### src/hw/rtl/first_fit_aligned_free_run_allocator_defines.svh
// ----------------------------------------------------------------------------
// First-fit allocator assertion macros
// Shared property wrappers for the allocator's concurrent checks.
// ----------------------------------------------------------------------------
`ifndef FIRST_FIT_ALIGNED_FREE_RUN_ALLOCATOR_DEFINES_SVH
`define FIRST_FIT_ALIGNED_FREE_RUN_ALLOCATOR_DEFINES_SVH

// Same-cycle implication, clocked on clk and idle during reset.
`define FFA_ASSERT_IMPLY(lbl, ante, cons) \
	lbl: assert property (@(posedge clk) disable iff (!arst_n) (ante) |-> (cons)) \
		else $error("allocator check failed");

// Next-cycle implication, clocked on clk and idle during reset.
`define FFA_ASSERT_NEXT(lbl, ante, cons) \
	lbl: assert property (@(posedge clk) disable iff (!arst_n) (ante) |=> (cons)) \
		else $error("allocator check failed");

`endif

### src/hw/rtl/ffa_ram.sv
// ----------------------------------------------------------------------------
// Generic RAM
// One write port and one read port with registered read data.
// ----------------------------------------------------------------------------
module ffa_ram #(
	parameter int WIDTH = 64,
	parameter int DEPTH = 64
) (
	input  logic                     clk,
	input  logic                     we,
	input  logic [$clog2(DEPTH)-1:0] waddr,
	input  logic [WIDTH-1:0]         wdata,
	input  logic                     re,
	input  logic [$clog2(DEPTH)-1:0] raddr,
	output logic [WIDTH-1:0]         rdata
);

	logic [WIDTH-1:0] mem_q [DEPTH];

	// Write port.
	always_ff @(posedge clk) begin
		if (we) begin
			mem_q[waddr] <= wdata;
		end
	end

	// Registered read port.
	always_ff @(posedge clk) begin
		if (re) begin
			rdata <= mem_q[raddr];
		end
	end

endmodule

### config.mk
export PLATFORM = sky130hd
export DESIGN_NAME = ffa_ram
export DESIGN_NICKNAME = d
export VERILOG_FILES = /design/src/hw/rtl/first_fit_aligned_free_run_allocator_defines.svh /design/src/hw/rtl/ffa_ram.sv
export SDC_FILE = /design/constraint.sdc
export NUM_CORES = 2
export LEC_CHECK = 0
export BUFFER_PORTS_ARGS = -buffer_cell sky130_fd_sc_hd__buf_4
export CAP_MARGIN = 20
export CORE_ASPECT_RATIO = 0.6
export CORE_UTILIZATION = 49
export CTS_BUF_LIST = sky130_fd_sc_hd__clkbuf_16
export CTS_CLUSTER_DIAMETER = 40
export CTS_CLUSTER_SIZE = 14
export DETAILED_ROUTE_END_ITERATION = 8
export PLACE_DENSITY_LB_ADDON = 0.12
export SLEW_MARGIN = 30
export SYNTH_ARGS = -nofsm -noshare
export SYNTH_HDL_FRONTEND = slang
export SYNTH_SLANG_ARGS = --single-unit
### constraint.sdc
create_clock -name clk -period 6.35 [get_ports clk]
set_input_delay 0.9525 -clock clk [delete_from_list [all_inputs] [get_ports clk]]
set_output_delay 0.9525 -clock clk [all_outputs]
set_load 0.05 [all_outputs]
Word-level counts from Yosys, hierarchy flattened
Memories as Yosys holds them, arrays and structs flattened. A register that Yosys moved wholly into a read port is not among the register bits.
Cells that the tools add are included.
{"block": "totals", "register_bits": 0, "mem_bits_rw": 4096, "out_inout_bits": 64, "word_cells": 3, "memories": 1}
{"memory": "mem_q", "words": 64, "width": 64, "read_ports": 1, "rd_ports_with_merged_regs": 1, "wr": 1, "line_no": "ffa_ram.sv:18", "rtl": "logic [WIDTH-1:0] mem_q [DEPTH];"}
{"block": "classes", "mux": 2}
{"cell": "$mux 1", "n": 2}

Longest topological paths before layout
{"block": "depth", "depth_word": 2, "depth_mapped": 9, "mapped_depth_nobuf": 5}

Least setup slack after synthesis
Ideal clock, no wire load.
{"block": "synth_path", "path_kind": "in2reg", "start": "in waddr[3]", "end": "mem mem_q[48][0], enable pin", "arrival_ns": 5.824, "required_ns": 5.786, "setup_slack_ns": -0.038, "cell_stages": 4, "cell_sequence": "clkbuf_1 nor2b_1 nand4b_1 nor3_1"}
{"element": "start, declared", "line_no": "ffa_ram.sv:11", "rtl": "input logic [$clog2(DEPTH)-1:0] waddr,"}
{"element": "end, declared", "line_no": "ffa_ram.sv:18"}
Straight into the memory's write port.

==> out/metrics.csv <==
stage,metric,value,unit
detailed_routing,Via Count,78570,
detailed_routing,drt first pass iters,5,
timing,minimum clock period,3.48,ns
logic_synthesis,"Primary FF master, synth",edfxtp_1,
floorplan,Die Width,733,um
clock_network,Num CTS Buffers,407,
critical_path,"Arr. time, crit path",4.14,ns
timing,Fmax,287,MHz
clock_network,clk_lat worst skew,0.95,ns
clock_network,Clock Path Buffers,4,
floorplan,initial core utilization,49.4,%
logic_synthesis,Syn Nets,6677,
detailed_routing,Initial DRC Count,12479,
logic_synthesis,synthesized area,157000,um2
clock_network,Root Buffer,clkbuf_16,
critical_path,CP max FO,62,
timing,Final Hold Fails,0,
clock_network,Post-CTS Hold Fix Bufs,0,
place,GPL Wtd Cong,0.781,
detailed_routing,remaining antenna violation count after routing,0,
worst_hold_path,Hold Crit Start,wdata[47],
critical_path,reg2reg start,mem_q[38][45],
place,count of input and output buffers,142,
floorplan,die height,440,um
floorplan,num ports,143,
detailed_routing,Residual DRC,0,
grt,first-pass GRT wire length,641000,um
layout,Area growth syn-to-layout,13.5,%
critical_path,Critical Path Max Stage Delay,0.58,ns
grt,largest net degree at the start of global routing,113,
logic_synthesis,Async SR Flop Fraction,0,%
detailed_routing,Post-Route WL,470000,um
logic_synthesis,Yosys top cell by area,edfxtp_1,
timing,Slew @ Worst Pin,1.13,ns
clock_network,H-tree levels,5,
grt,Total GRT Usage,29.0,%
power,PD cells,325,nW/um2
layout,Final #Nets,7130,
floorplan,core outline area,318000,um2
logic_synthesis,synth warn,0,
clock_network,clock slew seen by the registers of the worst setup and hold paths,0.06,ns
layout,footprint of the multi-input gates,30800,um2
critical_path,crit-path cells,buf_8 > buf_12 > buf_4 > mux4_2 > or3_1 > a41oi_1 > a211oi_1,
run,Max Cap Violations,0,
layout,register cell area after layout,125000,um2
grt,antenna violations before repair,46,
timing,worst hold slack,0.530,ns
logic_synthesis,post-synthesis sequential area ratio,79.6,%
timing,sum of negative setup slack,0,ns
logic_synthesis,Mapped Cells,6598,
power,Peak VDD IR,270,uV
timing,Worst Skew,0.0450,ns
critical_path,cell family with the largest share of critical-path delay,buffers and inverters,
logic_synthesis,Unique masters post-synth,32,
worst_hold_path,Hold WC Path Type,input pin to register,
logic_synthesis,synth top area cells,"edfxtp_1 (80%), mux4_2 (15%), mux2i_1 (0.86%), a22oi_1 (0.80%), buf_2 (0.54%)",
critical_path,slowest cell on the critical path,buf_4,
grt,number of global-route vias before repair,75913,
clock_network,quantity of gates resized following cts,0,
timing,RSZ-0062 raised after global routing,false,
critical_path,CP startpoint,raddr[1],
logic_synthesis,Mean Syn Cell Area,23.8,um2
layout,Filler Cell Count,23046,
place,hpwl dp,259000,um
floorplan,Die ar.,323000,um2
timing,endpoints failing setup,0,
critical_path,type of origin of the critical path,input pin,
logic_synthesis,"flops & latches, synth",4160,
logic_synthesis,Yosys top cell area share,79.6,%
place,Placed Instances,10850,
clock_network,post-CTS setup buffers,0,
outcome,status,finished clean,
clock_network,Sink Count,4160,
timing,Tcrit/Tclk final,54.8,%
detailed_routing,Via density,6.81,
power,Leak,0.0555,uW
logic_synthesis,Post-synth EDFFs,4160,
layout,Post-Layout Cell Count,11538,
critical_path,critical path type,input pin to register,
critical_path,WP data required,7.00,ns
critical_path,CP bufs+invs,3,
layout,layout cell share with drive strength beyond 1,29.5,%
layout,final core utilization,56.1,%
grt,grt ovf,0,
timing,Max-slew headroom,24.9,%
timing,max-slew violations,0,
critical_path,Worst setup EP type,register,
floorplan,row count,160,
clock_network,CTS tree,done,
detailed_routing,wire per inst,40.7,um
==> cell type report <==
type / instances / share of cell area, %
Clock buffer: 416 / 5.84
Antenna cell: 17 / 0.0239
Clock inverter: 251 / 1.56
Sequential cell: 4160 / 70.1
Inverter: 19 / 0.0400
Multi-Input combinational cell: 2049 / 17.3
Timing Repair Buffer: 414 / 2.19
Tap cell: 4212 / 2.96
==> power breakdown <==
part | total, uW | switching (uW) | internal [uW]
logic | 2790 | 1810 | 979
clock network | 24400 | 10600 | 13800
registers | 30600 | 135 | 30500
==> routing by layer <==
| metal | wire length (um) | vias to the layer above | GRT usage, % | part of all wire (%) |
|---|---|---|---|---|
| li1 | - | 29433 | - | - |
| met5 | 110 | - | 0 | 0.023 |
| met1 | 206000 | 43531 | 46.7 | 44 |
| met4 | 9790 | 18 | 6.36 | 2.1 |
| met2 | 198000 | 4977 | 40.1 | 42 |
| met3 | 55900 | 611 | 7.12 | 12 |
==> flip-flops by register name (all words and copies together), names as in the netlist <==
name	count
rdata	64
mem_q	4096
==> worst paths after layout <==
| path | endpoint | cells after the start | slack (ns) |
|---|---|---|---|
| worst max-delay path | rdata[8] | 7 | 2.87 |
| worst min-delay path | mem_q[28][47] | 1 | 0.53 |
| worst max register to register | rdata[45] | 4 | 4.04 |
| worst min register to register | rdata[0] | 4 | 0.91 |
==> logic make-up after synthesis <==
kind of cell | after synthesis | share of synthesized area (%)
multiplexers | 1159 | 15.6
AO/OA/AOI/OAI | 504 | 2.47
buffers and inverters | 389 | 1.18
AND/OR/NAND/NOR | 386 | 1.23
flip-flops | 4160 | 79.6
==> synthesized netlist by cell type, types with 34 or more instances <==
cell	count
a211oi_1	63
a22o_1	88
a22oi_1	168
and3_1	64
buf_2	170
buf_4	34
clkbuf_1	140
edfxtp_1	4160
mux2i_1	135
mux4_2	1024
nand2_1	58
nand3_1	45
nor2_1	112
o221ai_1	38
o22ai_1	83
==> worst reg2reg max path, stage by stage (launching register included) <==
cell,delay (ns)
edfxtp_1,0.35
mux4_2,0.46
or3_1,0.32
a41oi_1,0.77
a211oi_1,0.10
==> metrics by stage <==
step                      total power [uW]  setup WS (ns)  instance area [um2]
after floorplan                      32700           1.37               157000
after global placement               33900           1.99               165000
after detailed placement             34000           1.96               165000
after CTS                            58100           2.95               178000
after global routing                 59300           2.73               178000
final                                57800           2.87               178000
==> placed cells by master (no fill, tap or decap), types with 50 or more instances in the layout <==
| cell | instances |
|---|---|
| a211oi_1 | 63 |
| a22o_1 | 88 |
| a22oi_1 | 168 |
| and3_1 | 64 |
| buf_12 | 50 |
| buf_4 | 349 |
| clkbuf_16 | 416 |
| edfxtp_1 | 4160 |
| mux2i_1 | 135 |
| mux4_2 | 1024 |
| nand2_1 | 55 |
| nor2_4 | 65 |
| o22ai_1 | 83 |
Note: power is estimated with default switching activity, not from simulation.
