**src/hw/rtl/first_fit_aligned_free_run_allocator_defines.svh**
```systemverilog
// ----------------------------------------------------------------------------
// First-fit allocator assertion macros
// Shared property wrappers for the allocator's concurrent checks.
// ----------------------------------------------------------------------------
`ifndef FIRST_FIT_ALIGNED_FREE_RUN_ALLOCATOR_DEFINES_SVH
`define FIRST_FIT_ALIGNED_FREE_RUN_ALLOCATOR_DEFINES_SVH

// Same-cycle implication, clocked on clk and idle during reset.
`define FFA_ASSERT_IMPLY(lbl, ante, cons) \
	lbl: assert property (@(posedge clk) disable iff (!arst_n) (ante) |-> (cons)) \
		else $error("allocator check failed");

// Next-cycle implication, clocked on clk and idle during reset.
`define FFA_ASSERT_NEXT(lbl, ante, cons) \
	lbl: assert property (@(posedge clk) disable iff (!arst_n) (ante) |=> (cons)) \
		else $error("allocator check failed");

`endif

```
**src/hw/rtl/ffa_pkg.sv**
```systemverilog
// ----------------------------------------------------------------------------
// First-fit allocator package
// Codes, defaults and types shared by the allocator modules.
// ----------------------------------------------------------------------------
package ffa_pkg;

	// Parameter defaults.
	localparam int MAX_RUNS_DEF  = 64;
	localparam int ADDR_BITS_DEF = 32;

	// Region length after reset.
	localparam logic [31:0] RESET_REGION = 32'h0200_0000;

	// Request functions.
	localparam logic [1:0] FUNC_ALLOC   = 2'd0;
	localparam logic [1:0] FUNC_RELEASE = 2'd1;
	localparam logic [1:0] FUNC_CLEAR   = 2'd2;
	localparam logic [1:0] FUNC_NONE    = 2'd3;

	// Result status codes.
	localparam logic [1:0] ST_OK    = 2'd0;
	localparam logic [1:0] ST_NOFIT = 2'd1;
	localparam logic [1:0] ST_FULL  = 2'd2;

	// Register byte addresses.
	localparam logic [1:0] ADDR_REGION = 2'd0;

	// Status of the remainder unit.
	typedef struct packed {
		logic busy;
		logic done;
	} rem_stat_t;

endpackage

```
**src/hw/rtl/ffa_rem.sv**
```systemverilog
// ----------------------------------------------------------------------------
// Remainder unit
// Restoring bit-serial remainder of an address by a 32-bit alignment.
// ----------------------------------------------------------------------------
module ffa_rem #(
	parameter int ADDR_BITS = ffa_pkg::ADDR_BITS_DEF
) (
	input  logic                 clk,
	input  logic                 arst_n,
	input  logic                 start,
	input  logic [ADDR_BITS-1:0] dividend,
	input  logic [31:0]          divisor,
	output logic [31:0]          rem,
	output ffa_pkg::rem_stat_t   stat
);

	localparam int NW = $clog2(ADDR_BITS + 1);
	localparam logic [NW-1:0] STEPS = NW'(ADDR_BITS);

	logic [ADDR_BITS-1:0] quo_q;
	logic [31:0]          rem_q;
	logic [31:0]          dvs_q;
	logic [NW-1:0]        cnt_q;
	logic                 busy_q;
	logic                 done_q;
	logic [32:0]          trial;
	logic [31:0]          rem_next;

	// One dividend bit per cycle: shift in, subtract when it fits.
	always_comb begin
		trial = {rem_q, quo_q[ADDR_BITS-1]};
		if (trial >= {1'b0, dvs_q}) begin
			rem_next = 32'(trial - {1'b0, dvs_q});
		end else begin
			rem_next = trial[31:0];
		end
	end

	// Control: count the steps and pulse done after the last one.
	always_ff @(posedge clk or negedge arst_n) begin
		if (!arst_n) begin
			busy_q <= 1'b0;
			done_q <= 1'b0;
			cnt_q  <= '0;
		end else begin
			if (start) begin
				busy_q <= 1'b1;
				done_q <= 1'b0;
				cnt_q  <= STEPS;
			end else if (busy_q) begin
				cnt_q  <= cnt_q - 1'b1;
				busy_q <= cnt_q != NW'(1);
				done_q <= cnt_q == NW'(1);
			end else begin
				done_q <= 1'b0;
			end
		end
	end

	// Datapath.
	always_ff @(posedge clk) begin
		if (start) begin
			quo_q <= dividend;
			dvs_q <= divisor;
			rem_q <= '0;
		end else if (busy_q) begin
			quo_q <= quo_q << 1;
			rem_q <= rem_next;
		end
	end

	assign rem       = rem_q;
	assign stat.busy = busy_q;
	assign stat.done = done_q;

endmodule

```
**config.mk**
```make
export PLATFORM = sky130hd
export DESIGN_NAME = ffa_rem
export DESIGN_NICKNAME = d
export VERILOG_FILES = /design/src/hw/rtl/first_fit_aligned_free_run_allocator_defines.svh /design/src/hw/rtl/ffa_pkg.sv /design/src/hw/rtl/ffa_rem.sv
export SDC_FILE = /design/constraint.sdc
export NUM_CORES = 1
export LEC_CHECK = 0
export BUFFER_PORTS_ARGS = -buffer_cell sky130_fd_sc_hd__buf_4
export CORE_ASPECT_RATIO = 2
export CORE_MARGIN = 4
export CORE_UTILIZATION = 55
export CTS_CLUSTER_SIZE = 40
export DETAILED_ROUTE_END_ITERATION = 8
export GPL_TIMING_DRIVEN = 0
export PLACE_DENSITY = 0.78
export SETUP_SLACK_MARGIN = 0.15
export SYNTH_ARGS = -nofsm -noshare
export SYNTH_HDL_FRONTEND = slang
export SYNTH_SLANG_ARGS = --single-unit
```
**constraint.sdc**
```tcl
create_clock -name clk -period 7.5 [get_ports clk]
set_input_delay 1.5 -clock clk [delete_from_list [all_inputs] [get_ports clk]]
set_output_delay 1.5 -clock clk [all_outputs]
set_load 0.1 [all_outputs]
```
======== Word level (Yosys, flattened, before mapping) ========
Cells that the tools add are included.
cells by class
  add/sub/neg operators ................... 2
  order comparisons ....................... 1
  eq/ne operators ......................... 2
  multiplexer cells ....................... 9
  reduce and logical (&&, ||, !) cells .... 1
operator list
  cell                 count
  $mux 32              3
  $ge 33x32->1         1
  $sub 32x32->32       1
  $mux 6               2
  $eq 6x1->1 const B   1
  $ne 6x1->1 const B   1
  $sub 6x1->6 const B  1
  $mux 1               4
  $reduce_bool 2->1    1
word-level totals
  bits in registers ....................... 104
  word-level logic and storage cells ...... 21

======== Depth between registers and ports, before layout ========
  depth in word-level cells ............... 3
  mapped depth ............................ 14
  depth with buffers taken out ............ 13

======== Least setup slack after synthesis ========
Ideal clock, no wire load.
  path kind ............................... register to register
  start ................................... register rem_q[5], in the netlist rem[5]
  end ..................................... register rem_q[16], in the netlist rem[16]
  arrival ................................. 3.404 ns
  required time ........................... 7.412 ns
  slack ................................... 4.008 ns
  cell stages (with the launch flop) ...... 13
  path buffers ............................ 2
  period minus slack after synthesis ...... 3.492 ns
  cell sequence ........................... dfxtp_1 > ha_1 > a211oi_2 > nor2_1 > or4_4 > o21ai_4 > o31ai_4 > a211oi_4 > o21a_2 > buf_6 > buf_6 > nand2_1 > a311oi_2
on the way
  cells in the longest elaborated chain, start to end .. 2
  elaborated cells on any way between the ends .. 3
  classes of those cells .................. add/sub: 1; order compare: 1; mux: 1
ends and longest elaborated chain
  element                                         RTL line                      text
  from (decl)                                     ffa_rem.sv:21                 logic [31:0] rem_q;
  from (signal assigned)                          ffa_rem.sv:68                 rem_q <= rem_next;
  $sub 32x32->32 or $ge 33x32->1 (tied branches)  ffa_rem.sv:33, ffa_rem.sv:32
  $mux 32 (*)                                     ffa_rem.sv:32                 if (trial >= {1'b0, dvs_q}) begin
Every way passes the cells marked *; elsewhere a longest branch is shown, timed or not.
A chain may end at the register's enable or synchronous reset.

======== Final worst setup path ========
  start ................................... input port start
  end ..................................... register quo_q[24], data pin
on the way
  cells in the longest elaborated chain, start to end .. 1
ends and longest elaborated chain
  element               RTL line       text
  from (decl)           ffa_rem.sv:10  input logic start,
  $mux 32               ffa_rem.sv:62  if (start) begin
  to (signal assigned)  ffa_rem.sv:63  quo_q <= dividend;
  to (signal assigned)  ffa_rem.sv:67  quo_q <= quo_q << 1;
  to (decl)             ffa_rem.sv:20  logic [ADDR_BITS-1:0] quo_q;
No other way between the ends.

==> run summary <==
placed cell areas: 6990 um^2
total negative slack: 0 ps
fin nets: 815
Final HPWL DP: 12.8 mm
Max clock buf depth: 2
setup bufs post-CTS: 0
largest net degree at the start of global routing: 37
startpoint types: input port
# DRC: 0
initial DRC count: 317
# setup viols final: 0
clock tree from TritonCTS: done
Worst-Margin Slew: 823 ps
final period utilization: 46.6%
Die Width: 82.2 um
Hold Path Depth: 2
top_reg_cell synth: edfxtp_1
outcome: complete, no violations
PwrDens: 399 nW/um^2
CTS sink cnt: 104
die area: 12900 um^2
critical path capture point type: flip-flop
Crit Path Class: input port to flip-flop
total leakage power: 0.00314 uW
maximum vdd drop: 0.000209 V
vias per inst: 5.91
Hold Buf Count CTS: 0
Core Region: 10900 um^2
gr ovfl total: 0
syn_area_per_cell: 10.1 um^2
crit path DAT: 3600 ps
post-synthesis register bit count: 104
Syn Std Cell Area: 6060 um^2
Slew Viols, Final: 0
cts repair resizes: 0
Total Wirelength: 16.8 mm
Yosys warning count: 0
layout cell share with drive strength beyond 1: 24.4%
global placer's final weighted congestion: 0.951
most common cell after layout, fill and taps aside: buf_4
H-tree Lvls: 3
TritonCTS Buffers: 9
number of diodes: 0
root buffer selected by CTS: clkbuf_16
slew margin rel.: 45.1%
initial antenna violation count: 0
Rows: 54
Achievable Freq: 286 MHz
Die Span Y: 156 um
iteration count of the initial detailed-routing pass: 5
GRT Util Overall: 27.1%
post-DR wirelength/cell: 19.5 um
I/O Buffers: 100
via count: 5068
critical path required time: 7600 ps
worst-path maximum fanout: 36
synth unique cells: 61
worst-skew pair later-pin latency: 360 ps
Final Hold Fails: 0
most frequent cells in the layout: buf_4 (103), edfxtp_1 (64), nand2_1 (62)
post-route ant nets: 0
fraction of registers with async set/reset: 7.69%
initial core utilization: 55.7%
Finished Cell Area: 7300 um^2
Post-Syn Nets: 704
clk_skew: 9.47 ps
Seq/Total Area, Yosys: 45.6%
Mapped Cells: 602
total I/O pin count: 101
P&R area growth vs syn: 20.5%
vias in the first global route: 5400
Max Cap Violations: 0
first-pass GRT wire length: 26.5 mm
number of synthesized flops with an enable pin: 64
min Tclk post-route: 3490 ps
Clk pin slew, worst setup/hold paths: 80 ps
r2r worst-path depth: 12
RSZ-0062 raised after global routing: false
min-delay worst type: flip-flop to flip-flop
[cells in the mapped netlist, drive strengths merged, types with 10 or more instances]
cell type  instances  area share, %
clkbuf            24            1.5
mux2              32            5.9
nor2              52            3.2
buf               12            1.4
dfxtp             32             11
nand4             10            1.0
nand2             63            3.9
ha                34            7.0
a21o              14            1.7
nor3              11           0.91
o21ai             18            1.7
edfxtp            64             32
inv               44            2.7
nand3             16            1.3
a211oi            11            1.7
xnor2             22            3.2
a311oi            22            3.8
a21oi             35            2.9
[flip-flops by register name, summed over array words and instances, names as in the netlist]
signal,flops
dvs_q,32
quo_q,32
rem,32
cnt_q,6
busy_q,1
done_q,1
[routing by layer]
layer / vias to the layer above / global-route usage (%) / part of all wire [%]
met4: 0 / 16.9 / 5.7
li1: 2400 / - / -
met5: - / 0 / 0
met2: 170 / 49.9 / 56
met3: 58 / 3.57 / 4.5
met1: 2440 / 27.5 / 34
[worst paths after layout]
check | startpoint | end | slack, ps
max in group asynchronous | arst_n | cnt_q[5]$_DFFE_PN0P_ | 6430
setup reg to reg | rem[13]$_SDFFE_PP0P_ | rem[7]$_SDFFE_PP0P_ | 4050
hold reg to reg | rem[31]$_SDFFE_PP0P_ | rem[31]$_SDFFE_PP0P_ | 520
min in group asynchronous | arst_n | cnt_q[2]$_DFFE_PN0P_ | 940
hold / removal | rem[31]$_SDFFE_PP0P_ | rem[31]$_SDFFE_PP0P_ | 520
setup / recovery | start | quo_q[24]$_DFFE_PP_ | 4010
[critical path: stages]
cell      delay (ps)
buf_4            420
clkbuf_1         570
clkbuf_1         690
mux2_2           410
[power breakdown]
part | switching [uW] | internal (uW)
Sequential | 100 | 726
Clock | 232 | 266
Combinational | 1080 | 508
Total | 1410 | 1500
[stage by stage]
| stage | hold WS (ps) | instances | worst slack, ps | total power (uW) | utilization (%) |
|---|---|---|---|---|---|
| after floorplan | 471 | 602 | 4010 | 2030 | - |
| after global placement | 501 | 842 | 3530 | 2380 | 64.2 |
| after detailed placement | 512 | 842 | 3400 | 2410 | 64.2 |
| after CTS | 523 | 858 | 3790 | 2910 | 67.1 |
| after global routing | 547 | 858 | 3820 | 3060 | 67.1 |
| final | 524 | 858 | 4010 | 2910 | 67.1 |
[logic make-up after synthesis]
kind of cell	Yosys count	synth area share, %
adder cells (fa/ha/maj)	35	7.35
XOR/XNOR	30	4.34
multiplexers	35	6.44
flip-flops	104	45.6
AND/OR/NAND/NOR	182	13.7
AO/OA/AOI/OAI	136	17.0
buffers and inverters	80	5.57
[final cells by class]
cell class | count | area [um^2]
buffer | 36 | 173
clock buffer | 9 | 225
clock inverter | 7 | 86.3
fill | 864 | 3580
inverter | 44 | 165
multi-input combinational | 418 | 2960
sequential | 104 | 2760
tap | 140 | 175
timing repair buffer | 100 | 751
Note: power is estimated with default switching activity, not from simulation.
